--- src/sv/sds_pkg.sv ---
// ----------------------------------------------------------------------------
// sds_pkg
// Shared types and character codes for the s-expression delimiter spacer.
// ----------------------------------------------------------------------------
package sds_pkg;

  localparam int MAX_BYTES = 4;
  localparam int CNT_W     = $clog2(MAX_BYTES + 1);
  localparam int IDX_W     = $clog2(MAX_BYTES);

  typedef logic [7:0] byte_t;

  localparam byte_t CH_LPAREN = 8'h28;
  localparam byte_t CH_RPAREN = 8'h29;
  localparam byte_t CH_QUOTE  = 8'h27;
  localparam byte_t CH_BQUOTE = 8'h60;
  localparam byte_t CH_COMMA  = 8'h2C;
  localparam byte_t CH_AT     = 8'h40;
  localparam byte_t CH_HASH   = 8'h23;
  localparam byte_t CH_SEMI   = 8'h3B;
  localparam byte_t CH_DQUOTE = 8'h22;
  localparam byte_t CH_NL     = 8'h0A;
  localparam byte_t CH_SPACE  = 8'h20;

  typedef enum logic [1:0] {
    PEND_NONE  = 2'd0,
    PEND_COMMA = 2'd1,
    PEND_HASH  = 2'd2
  } pend_t;

  typedef struct packed {
    logic [MAX_BYTES-1:0][7:0] bytes;
    logic [CNT_W-1:0]          count;
    logic                      has_byte;
    logic                      fin;
  } entry_t;

  typedef struct packed {
    logic   valid;
    entry_t head;
  } q_status_t;

endpackage

--- src/sv/sexpr_delimiter_spacer.sv ---
// ----------------------------------------------------------------------------
// sexpr_delimiter_spacer
// Rewrites Lisp source text so that delimiters stand apart at whitespace.
//
//   channel  direction  handshake          payload
//   in_      input      in_valid/in_stall  in_byte, in_is_final
//   out_     output     out_valid/out_stall out_byte, out_has_byte,
//                                           out_run_last, out_text_end
//
// An item that yields n results (n from 0 to 4) is walked by the back end
// one result per cycle while out_stall does not hold a valid output.
// An item with no result (comment byte, held prefix) pushes no queue entry.
// Two-entry queue between front and back; in_stall rises when it is full.
// Synchronous active-low reset clears text state, queue and output valid.
// ----------------------------------------------------------------------------
module sexpr_delimiter_spacer (
  input  logic           clk,
  input  logic           rst_n,
  input  logic           in_valid,
  output logic           in_stall,
  input  sds_pkg::byte_t in_byte,
  input  logic           in_is_final,
  output logic           out_valid,
  input  logic           out_stall,
  output sds_pkg::byte_t out_byte,
  output logic           out_has_byte,
  output logic           out_run_last,
  output logic           out_text_end
);
  import sds_pkg::*;

  logic      q_full, push, pop;
  entry_t    push_entry;
  q_status_t status;

  sds_front u_front (
    .clk        (clk),
    .rst_n      (rst_n),
    .in_valid   (in_valid),
    .in_stall   (in_stall),
    .in_byte    (in_byte),
    .in_is_final(in_is_final),
    .q_full     (q_full),
    .push       (push),
    .push_entry (push_entry)
  );

  sds_queue u_queue (
    .clk       (clk),
    .rst_n     (rst_n),
    .push      (push),
    .push_entry(push_entry),
    .pop       (pop),
    .full      (q_full),
    .status    (status)
  );

  sds_back u_back (
    .clk         (clk),
    .rst_n       (rst_n),
    .status      (status),
    .pop         (pop),
    .out_valid   (out_valid),
    .out_stall   (out_stall),
    .out_byte    (out_byte),
    .out_has_byte(out_has_byte),
    .out_run_last(out_run_last),
    .out_text_end(out_text_end)
  );

`ifndef ASSERT_OFF
  a_empty_is_end: assert property (@(posedge clk) disable iff (!rst_n)
    out_valid && !out_has_byte |-> out_run_last && out_text_end && out_byte == 8'h00)
    else $error("byteless result not at end of text");

  a_end_is_last: assert property (@(posedge clk) disable iff (!rst_n)
    out_valid && out_text_end |-> out_run_last)
    else $error("text end without run end");

  a_pop_has_head: assert property (@(posedge clk) disable iff (!rst_n)
    pop |-> status.valid)
    else $error("pop from empty queue");

  a_no_push_full: assert property (@(posedge clk) disable iff (!rst_n)
    q_full |-> !push)
    else $error("push into full queue");
`endif

endmodule

--- src/sv/sds_front.sv ---
// ----------------------------------------------------------------------------
// sds_front
// Accepts source bytes, tracks string/comment/prefix state and builds one
// queue entry holding every byte that the item produces.
// ----------------------------------------------------------------------------
module sds_front (
  input  logic            clk,
  input  logic            rst_n,
  input  logic            in_valid,
  output logic            in_stall,
  input  sds_pkg::byte_t  in_byte,
  input  logic            in_is_final,
  input  logic            q_full,
  output logic            push,
  output sds_pkg::entry_t push_entry
);
  import sds_pkg::*;

  logic  str_r, str_nxt;
  logic  cmt_r, cmt_nxt;
  pend_t pend_r, pend_nxt;
  logic  accept;
  logic  done;
  entry_t ent;

  function automatic entry_t add(entry_t e, byte_t b);
    e.bytes[e.count[IDX_W-1:0]] = b;
    e.count = e.count + CNT_W'(1);
    return e;
  endfunction

  assign in_stall = q_full;
  assign accept   = in_valid && !q_full;

  always_comb begin
    ent          = '0;
    ent.has_byte = 1'b1;
    ent.fin      = in_is_final;
    str_nxt      = str_r;
    cmt_nxt      = cmt_r;
    pend_nxt     = pend_r;
    done         = 1'b0;
    if (str_r) begin
      ent = add(ent, in_byte);
      if (in_byte == CH_DQUOTE) str_nxt = 1'b0;
    end else if (cmt_r) begin
      if (in_byte == CH_NL) begin
        cmt_nxt = 1'b0;
        ent = add(ent, CH_SPACE);
        ent = add(ent, CH_NL);
      end
    end else begin
      pend_nxt = PEND_NONE;
      case (pend_r)
        PEND_COMMA: begin
          if (in_byte == CH_AT) begin
            ent  = add(ent, CH_AT);
            ent  = add(ent, CH_SPACE);
            done = 1'b1;
          end else begin
            ent = add(ent, CH_SPACE);
          end
        end
        PEND_HASH: begin
          if (in_byte == CH_LPAREN) begin
            ent  = add(ent, CH_SPACE);
            ent  = add(ent, CH_HASH);
            ent  = add(ent, CH_LPAREN);
            ent  = add(ent, CH_SPACE);
            done = 1'b1;
          end else begin
            ent = add(ent, CH_HASH);
          end
        end
        default: ;
      endcase
      if (!done) begin
        case (in_byte)
          CH_DQUOTE: begin
            str_nxt = 1'b1;
            ent = add(ent, in_byte);
          end
          CH_LPAREN, CH_RPAREN, CH_QUOTE, CH_BQUOTE: begin
            ent = add(ent, CH_SPACE);
            ent = add(ent, in_byte);
            ent = add(ent, CH_SPACE);
          end
          CH_COMMA: begin
            ent = add(ent, CH_SPACE);
            ent = add(ent, CH_COMMA);
            pend_nxt = PEND_COMMA;
          end
          CH_HASH: pend_nxt = PEND_HASH;
          CH_SEMI: cmt_nxt = 1'b1;
          CH_NL: begin
            ent = add(ent, CH_SPACE);
            ent = add(ent, CH_NL);
          end
          default: ent = add(ent, in_byte);
        endcase
      end
    end
    if (in_is_final) begin
      if (pend_nxt == PEND_COMMA) ent = add(ent, CH_SPACE);
      else if (pend_nxt == PEND_HASH) ent = add(ent, CH_HASH);
      str_nxt  = 1'b0;
      cmt_nxt  = 1'b0;
      pend_nxt = PEND_NONE;
      if (ent.count == '0) begin
        ent.count    = CNT_W'(1);
        ent.has_byte = 1'b0;
      end
    end
  end

  assign push       = accept && (ent.count != '0);
  assign push_entry = ent;

  always_ff @(posedge clk) begin
    if (!rst_n) begin
      str_r  <= 1'b0;
      cmt_r  <= 1'b0;
      pend_r <= PEND_NONE;
    end else if (accept) begin
      str_r  <= str_nxt;
      cmt_r  <= cmt_nxt;
      pend_r <= pend_nxt;
    end
  end

endmodule

--- src/sv/sds_queue.sv ---
// ----------------------------------------------------------------------------
// sds_queue
// Two-entry queue of classified items between front and back.
// ----------------------------------------------------------------------------
module sds_queue (
  input  logic               clk,
  input  logic               rst_n,
  input  logic               push,
  input  sds_pkg::entry_t    push_entry,
  input  logic               pop,
  output logic               full,
  output sds_pkg::q_status_t status
);
  import sds_pkg::*;

  entry_t     mem_r [2];
  logic       wr_ptr_r, rd_ptr_r;
  logic [1:0] cnt_r;

  assign full         = (cnt_r == 2'd2);
  assign status.valid = (cnt_r != 2'd0);
  assign status.head  = mem_r[rd_ptr_r];

  always_ff @(posedge clk) begin
    if (push) mem_r[wr_ptr_r] <= push_entry;
  end

  always_ff @(posedge clk) begin
    if (!rst_n) begin
      wr_ptr_r <= 1'b0;
      rd_ptr_r <= 1'b0;
      cnt_r    <= 2'd0;
    end else begin
      if (push) wr_ptr_r <= ~wr_ptr_r;
      if (pop)  rd_ptr_r <= ~rd_ptr_r;
      case ({push, pop})
        2'b10:   cnt_r <= cnt_r + 2'd1;
        2'b01:   cnt_r <= cnt_r - 2'd1;
        default: cnt_r <= cnt_r;
      endcase
    end
  end

endmodule

--- src/sv/sds_back.sv ---
// ----------------------------------------------------------------------------
// sds_back
// Walks the queue head into the output register, one byte per unstalled cycle.
// ----------------------------------------------------------------------------
module sds_back (
  input  logic               clk,
  input  logic               rst_n,
  input  sds_pkg::q_status_t status,
  output logic               pop,
  output logic               out_valid,
  input  logic               out_stall,
  output sds_pkg::byte_t     out_byte,
  output logic               out_has_byte,
  output logic               out_run_last,
  output logic               out_text_end
);
  import sds_pkg::*;

  logic             valid_r;
  byte_t            byte_r;
  logic             has_r, last_r, end_r;
  logic [IDX_W-1:0] idx_r;
  logic             load;
  logic             is_last;

  assign load    = status.valid && (!valid_r || !out_stall);
  assign is_last = ((CNT_W'(idx_r) + CNT_W'(1)) == status.head.count);
  assign pop     = load && is_last;

  always_ff @(posedge clk) begin
    if (!rst_n) begin
      valid_r <= 1'b0;
      idx_r   <= '0;
    end else begin
      if (load) begin
        valid_r <= 1'b1;
        idx_r   <= is_last ? '0 : idx_r + IDX_W'(1);
      end else if (!out_stall) begin
        valid_r <= 1'b0;
      end
    end
  end

  always_ff @(posedge clk) begin
    if (load) begin
      byte_r <= status.head.bytes[idx_r];
      has_r  <= status.head.has_byte;
      last_r <= is_last;
      end_r  <= is_last && status.head.fin;
    end
  end

  assign out_valid    = valid_r;
  assign out_byte     = byte_r;
  assign out_has_byte = has_r;
  assign out_run_last = last_r;
  assign out_text_end = end_r;

endmodule
--- config.mk ---
export PLATFORM = sky130hd
export DESIGN_NAME = sexpr_delimiter_spacer
export DESIGN_NICKNAME = d
export VERILOG_FILES = /design/src/sv/sds_pkg.sv /design/src/sv/sexpr_delimiter_spacer.sv /design/src/sv/sds_front.sv /design/src/sv/sds_queue.sv /design/src/sv/sds_back.sv
export SDC_FILE = /design/constraint.sdc
export NUM_CORES = 1
export LEC_CHECK = 0
export ABC_CLOCK_PERIOD_IN_PS = 7750
export BUFFER_PORTS_ARGS = -buffer_cell sky130_fd_sc_hd__buf_2
export CAP_MARGIN = 25
export CORE_UTILIZATION = 50
export CTS_CLUSTER_SIZE = 8
export DETAILED_ROUTE_END_ITERATION = 16
export PLACE_DENSITY = 0.66
export SYNTH_ARGS = -nofsm -noshare
export SYNTH_HDL_FRONTEND = slang
export SYNTH_HIERARCHICAL = 1
export SYNTH_SLANG_ARGS = --single-unit
--- constraint.sdc ---
create_clock -name clk -period 7.75 [get_ports clk]
set_clock_uncertainty 0.05 [all_clocks]
set_input_delay 1.55 -clock clk [delete_from_list [all_inputs] [get_ports clk]]
set_output_delay 1.55 -clock clk [all_outputs]
set_load 0.02 [all_outputs]
## Yosys cells after proc, flatten, opt, wreduce, memory -nomap -nowiden

Memories as Yosys holds them, arrays and structs flattened. A register that Yosys moved wholly into a read port is not among the register bits.
Index checks and enable logic that the tools add are counted.

- Output and inout bits: 13
- Memories kept: 1
- Word-level logic and storage cells: 147
- Register bits after elaboration: 22
- Input bits: 13
- RAM bits: 74

Memory list:

| name | depth | bits a word | rd ports | clocked after Yosys merged registers in | wr ports | RTL line | RTL |
|---|---|---|---|---|---|---|---|
| u_queue.mem_r | 2 | 37 | 1 | 1 | 1 | sds_queue.sv:16 | `entry_t mem_r [2];` |

- Muxes and demuxes: 57
- Order comparisons: 9
- Reductions and logical operators: 20
- Add/subtract/negate cells: 8
- Eq/ne operators: 20
- Bitwise logic cells: 20

Operators with widths:

| kind | count |
|---|---|
| 37-bit 2-to-1 mux | 9 |
| 37-bit case mux with 4 select lines | 1 |
| 28-bit AND | 3 |
| 28-bit inverter | 3 |
| 37-bit case mux with 2 select lines | 1 |
| 32-bit bitwise mux | 2 |
| 8-bit demux with 2-bit select | 4 |
| 8-bit by 6-bit equality test with 1-bit output (second input constant) | 7 |
| 20-bit AND | 2 |
| 8-bit 2-to-1 mux | 5 |
| 20-bit inverter | 2 |
| 35-bit 2-to-1 mux | 1 |
| 24-bit AND | 1 |
| 24-bit inverter | 1 |
| 12-bit bitwise OR | 2 |
| 1-bit 2-to-1 mux | 22 |
| 19-bit 2-to-1 mux | 1 |
| 17-bit 2-to-1 mux | 1 |
| 8-bit binary-select mux with 2-bit select | 1 |
| 8-bit by 7-bit equality test with 1-bit output (second input constant) | 2 |
| 2-bit by 3-bit < comparator with 1-bit output (second input constant) | 5 |
| 3-bit by 1-bit adder with 3-bit output (second input constant) | 4 |
| 4-bit bitwise OR | 3 |
| 2-bit 2-to-1 mux | 5 |
| 24 further kinds | 46 |

## Longest topological paths before layout

- Depth in word-level cells: 33
- Depth in mapped cells: 20
- Mapped depth without buffers: 20

## Hierarchy

The synthesis kept the hierarchy.

Modules (own cells, without submodules):

| module | instances | area each (um^2) | cells an instance |
|---|---|---|---|
| sds_queue | 1 | 2,885.3 | 137 |
| sds_front | 1 | 1,934.4 | 289 |
| sds_back | 1 | 698.2 | 40 |

## Worst setup path after synthesis

Ideal clock, no wire load.

- Path kind: input-to-reg
- Start point: input port in_byte[0]
- End point: memory u_queue/mem_r[0][0] (netlist bit), enable pin
- Arrival: 5.992 ns
- Slack: 1.276 ns
- Path buffers: 2
- Stages on the path: 17
- Setup time: 0.433 ns
- Cells stage by stage: buf_2 -> nor4_1 -> clkbuf_1 -> a31o_2 -> a21o_1 -> inv_1 -> ha_1 -> inv_1 -> ha_1 -> xor2_1 -> nand4_1 -> o31a_1 -> a22oi_4 -> nand3b_1 -> a41oi_1 -> inv_1 -> nor2_1

- Cells in the longest elaborated chain, start to end: 23

Ends and longest elaborated chain:

| element | RTL line | RTL |
|---|---|---|
| from (decl) | sexpr_delimiter_spacer.sv:21 | `input sds_pkg::byte_t in_byte,` |
| 8-bit by 6-bit equality test with 1-bit output / 8-bit by 7-bit equality test with 1-bit output (equally long branches) | sds_front.sv:65, sds_front.sv:78, sds_front.sv:56 |  |
| 35-bit 2-to-1 mux / 19-bit 2-to-1 mux (equally long branches) | sds_front.sv:65, sds_front.sv:56 |  |
| 37-bit case mux with 2 select lines | sds_front.sv:54 | `case (pend_r)` |
| 37-bit 2-to-1 mux | sds_front.sv:46 | `end else if (cmt_r) begin` |
| 37-bit 2-to-1 mux | sds_front.sv:43 | `if (str_r) begin` |
| 3-bit by 1-bit adder with 3-bit output (3 in series) | sds_front.sv:28 | `e.count = e.count + CNT_W'(1);` |
| 37-bit case mux with 4 select lines | sds_front.sv:78 | `case (in_byte)` |
| 37-bit 2-to-1 mux | sds_front.sv:77 | `if (!done) begin` |
| [... 6 more ...] | n/a |  |
| 3-bit logical NOT | sds_front.sv:109 | `if (ent.count == '0) begin` |
| 4-bit 2-to-1 mux | sds_front.sv:109 |  |
| 37-bit 2-to-1 mux (*) | sds_front.sv:103 | `if (in_is_final) begin` |
| 3-bit nonzero test (*) | sds_front.sv:116 | `assign push = accept && (ent.count != '0);` |
| 1-bit logical AND (*) | sds_front.sv:116 |  |
| net push | sexpr_delimiter_spacer.sv:32 | `logic q_full, push, pop;` |
| 1-bit 2-to-1 mux (*) | sds_queue.sv:25 | `if (push) mem_r[wr_ptr_r] <= push_entry;` |
| 1-bit 2-to-1 mux (implied by the code) (*) | sds_queue.sv:25 |  |
| to (decl) | sds_queue.sv:16 |  |

Mark *: on every way through the listed nets, which the timed path passes. The rest lies on a longest branch. The select of a mux whose other input is x is not followed.

## Worst setup path after layout

- Start point: input port in_byte[1]
- End point: memory u_queue/mem_r[0][29] (netlist bit), enable pin

Same word-level chain as after synthesis.

==> flow_summary.json <==
{
  "outcome": "completed",
  "synth-simple-area-share_pct": 14.7,
  "max-cap-violations": 0,
  "vias_per_cell": 6.23,
  "synth_seq_cells": 97,
  "ys_seq_area_share_pct": 50.6,
  "grt_pass1_vias": 3846,
  "htreeDepth": 3,
  "drt-wirelength-per-cell_um": 21.6,
  "fp.dieH_um": 107,
  "cellLeakagePower_nw": 2.20,
  "async_flop_share_pct": 0,
  "sw_frac_of_total_pct": 30.7,
  "area_delta_synth_final_pct": 6.78,
  "finalSetupViolCount": 0,
  "drtAntennaViolNets": 0,
  "pwr-share-comb_pct": 28.5,
  "port_buffers": 25,
  "synth_xor_area_share_pct": 1.59,
  "muxShareOfSynthArea_pct": 11.0,
  "fill_cells": 883,
  "synth-compound-area-share_pct": 14.1,
  "grt_first_pass_wirelength_um": 21300,
  "slowest_stage": "or4b_4",
  "clock_latency_ns": 0.37,
  "clk_pin_slew_ns": 0.10,
  "finalCoreUtilization_pct": 56.1,
  "fp.coreArea_sq_um": 10500,
  "fin_crit_sh_pct": 77.2,
  "drcViolationCount": 0,
  "internal-power_mw": 1.02,
  "cp_slowest_stage_delay_ns": 0.57,
  "postCtsSetupBuffers": 0,
  "relSlewSlack_pct": 37.2,
  "synth_top_family_by_area": "simple AND/OR/NAND/NOR gates",
  "antenna_found_initial": 0,
  "worstMarginPinSlew_ns": 0.939,
  "via_count": 3872,
  "setup.worst_path.start_class": "input pin",
  "grt.overflow.total": 0,
  "place.gp.congestion": 0.951,
  "period_minus_slack_ns": 5.99,
  "initial_utilization_pct": 52.5,
  "p_seq_share_pct": 49.7,
  "yosys.area.top_type": "edfxtp_1",
  "cts-buffers-inserted": 9,
  "tns_ns": 0,
  "ctsResizeCount": 0,
  "arrival_ns": 6.02,
  "critPathCaptureType": "register",
  "grt_usage_pct": 25.2,
  "syn_avg_cell_area_sq_um": 11.8,
  "stdcell_area_sq_um": 5890,
  "routed_wl_um": 13500,
  "cts_hold_buf": 0,
  "hold_viol": 0,
  "peakVddDrop_mv": 0.211,
  "drtPass1Iterations": 5,
  "syn_inst": 466,
  "grt_max_degree": 38,
  "die_x_um": 107,
  "drive_gt1_share_pct": 23.7,
  "yosysUniqueCellTypes": 81,
  "cts-root-buf": "clkbuf_8",
  "crit_chain": "buf_2 > or4b_4 > o31ai_1 > a21o_1 > inv_1 > ha_1 > inv_1 > ha_1 > xor2_1 > nand4_1 > o31a_1 > a22oi_4 > nand3b_1 > a41oi_1 > inv_1 > nor2_4 > buf_4",
  "synth_area_leaders": "edfxtp_1 46%, mux2_2 7.6%, dfxtp_1 4.4%",
  "nets": 511,
  "crit_required_ns": 7.78,
  "drv_slew": 0,
  "rows": 37,
  "synth_top_cell_area_share_pct": 46.3,
  "post-route-worst-setup-slack_ns": 1.76,
  "placed_area_sq_um": 5700,
  "criticalPathCategory": "in2reg",
  "yosys_warnings": 6,
  "rsz0062_at_grt": "no",
  "hold_class": "reg2reg",
  "fmax_ghz": 0.167,
  "final_cell_mix": "85 x edfxtp_1, 37 x mux2_2, 30 x nand2_1",
  "cts_tree": "built",
  "syn-cell-area_sq_um": 5520,
  "synthAdderAreaFrac_pct": 3.85,
  "clock_path_buffers": 2,
  "power.share.clock_pct": 21.8,
  "clock-sinks": 97,
  "powerDensity_nw_per_um2": 249,
  "hpwlAfterDp_um": 9800,
  "dp_slack_ns": 1.44,
  "drt_iter0_drc": 366,
  "final_common_cell": "edfxtp_1",
  "yosys_most_used_dff": "edfxtp_1",
  "path_max_fanout": 18,
  "diodes": 0,
  "ioPinCount": 26,
  "cpMostUsedCell": "inv_1",
  "synth_edf_count": 85,
  "die-area_sq_um": 11500,
  "synthesis.nets": 496,
  "p_sw_mw": 0.452
}
-- power groups by stage --
stage / Combinational [mW] / Clock (mW) / Sequential, mW
floorplan: 0.300 / 0 / 0.765
finish: 0.419 / 0.320 / 0.730
detailed placement: 0.423 / 0 / 0.744
global placement: 0.415 / 0 / 0.742
global route: 0.455 / 0.348 / 0.742
CTS: 0.424 / 0.329 / 0.732
-- cells by family after synthesis --
kind of cell | after synthesis
AOI/OAI and AO/OA | 112
xor gates and xnor gates | 10
adders and majority gates | 17
buffers and inverters | 43
DFF | 97
muxes | 46
and+or+nand+nor | 141
-- per-layer routing --
layer	track usage, %	vias to the layer above	wire (um)
met5	0	-	0
li1	-	1816	-
met2	40.1	108	6360
met1	33.9	1922	6100
met3	4.50	26	567
met4	10.7	0	437
-- final timing paths --
check | start | end | slack, ns | cells after the start
setup / recovery | in_byte[1] | u_queue/mem_r[0][29]$_DFFE_PP_ | 1.76 | 17
hold / removal | u_queue/cnt_r[1]$_SDFFE_PN0P_ | u_queue/cnt_r[1]$_SDFFE_PN0P_ | 0.46 | 2
setup reg to reg | u_front/pend_r[0]$_SDFFE_PN0P_ | u_queue/mem_r[0][29]$_DFFE_PP_ | 2.86 | 16
hold reg to reg | u_queue/cnt_r[1]$_SDFFE_PN0P_ | u_queue/cnt_r[1]$_SDFFE_PN0P_ | 0.46 | 2
-- state kept, by name (all words and copies together) (netlist names), named ones only --
| signal | cells |
|---|---|
| u_queue/mem_r | 74 |
| u_back/out_valid | 1 |
| u_back/out_text_end | 1 |
| u_back/idx_r | 2 |
| u_front/cmt_r | 1 |
| u_back/out_byte | 8 |
| u_back/out_run_last | 1 |
| u_queue/rd_ptr_r | 1 |
| u_front/pend_r | 2 |
| u_back/out_has_byte | 1 |
| u_front/str_r | 1 |
| u_queue/cnt_r | 2 |
| u_queue/wr_ptr_r | 1 |
-- cell usage after synthesis (4+ instances only) --
cell      number
dfxtp_1       12
nand4_1        4
xor2_1         4
a31oi_1        8
edfxtp_1      85
mux2_2        37
xnor2_1        6
nor2_1        24
mux4_2         8
nor2b_1        6
nand3_1       20
clkbuf_1      12
o211a_1        4
nor3_1         4
and3_1         7
nand2_1       30
o21ai_0       22
o22ai_1        4
o211ai_1       6
and2_1         8
ha_1          17
buf_4          7
inv_1         15
a21oi_1       26
and4_1         5
nor4_1         4
-- through the flow --
step                      power, mW  instances  hold slack [ns]
after floorplan                1.07        466            0.411
after global placement         1.16        606            0.432
after detailed placement       1.17        606            0.446
after CTS                      1.49        622            0.463
after global routing           1.54        622            0.503
final                          1.47        622            0.455
-- critical path, delay by kind of cell --
| kind | cells | cell delay [ns] |
|---|---|---|
| simple gates | 4 | 1.30 |
| compound gates | 5 | 1.36 |
| fa+ha+maj | 2 | 0.64 |
| xor+xnor | 1 | 0.15 |
| buf+inv | 5 | 0.99 |
-- cell type report --
| type | count | area (sq um) | area share [%] |
|---|---|---|---|
| Multi-Input combinational cell | 326 | 2500 | 42.5 |
| Clock inverter | 6 | 56.3 | 0.956 |
| Sequential cell | 97 | 2790 | 47.4 |
| Inverter | 16 | 60.1 | 1.02 |
| Timing Repair Buffer | 31 | 170 | 2.89 |
| Clock buffer | 10 | 138 | 2.34 |
| Tap cell | 136 | 170 | 2.89 |
(Power assumes the default switching activity.)
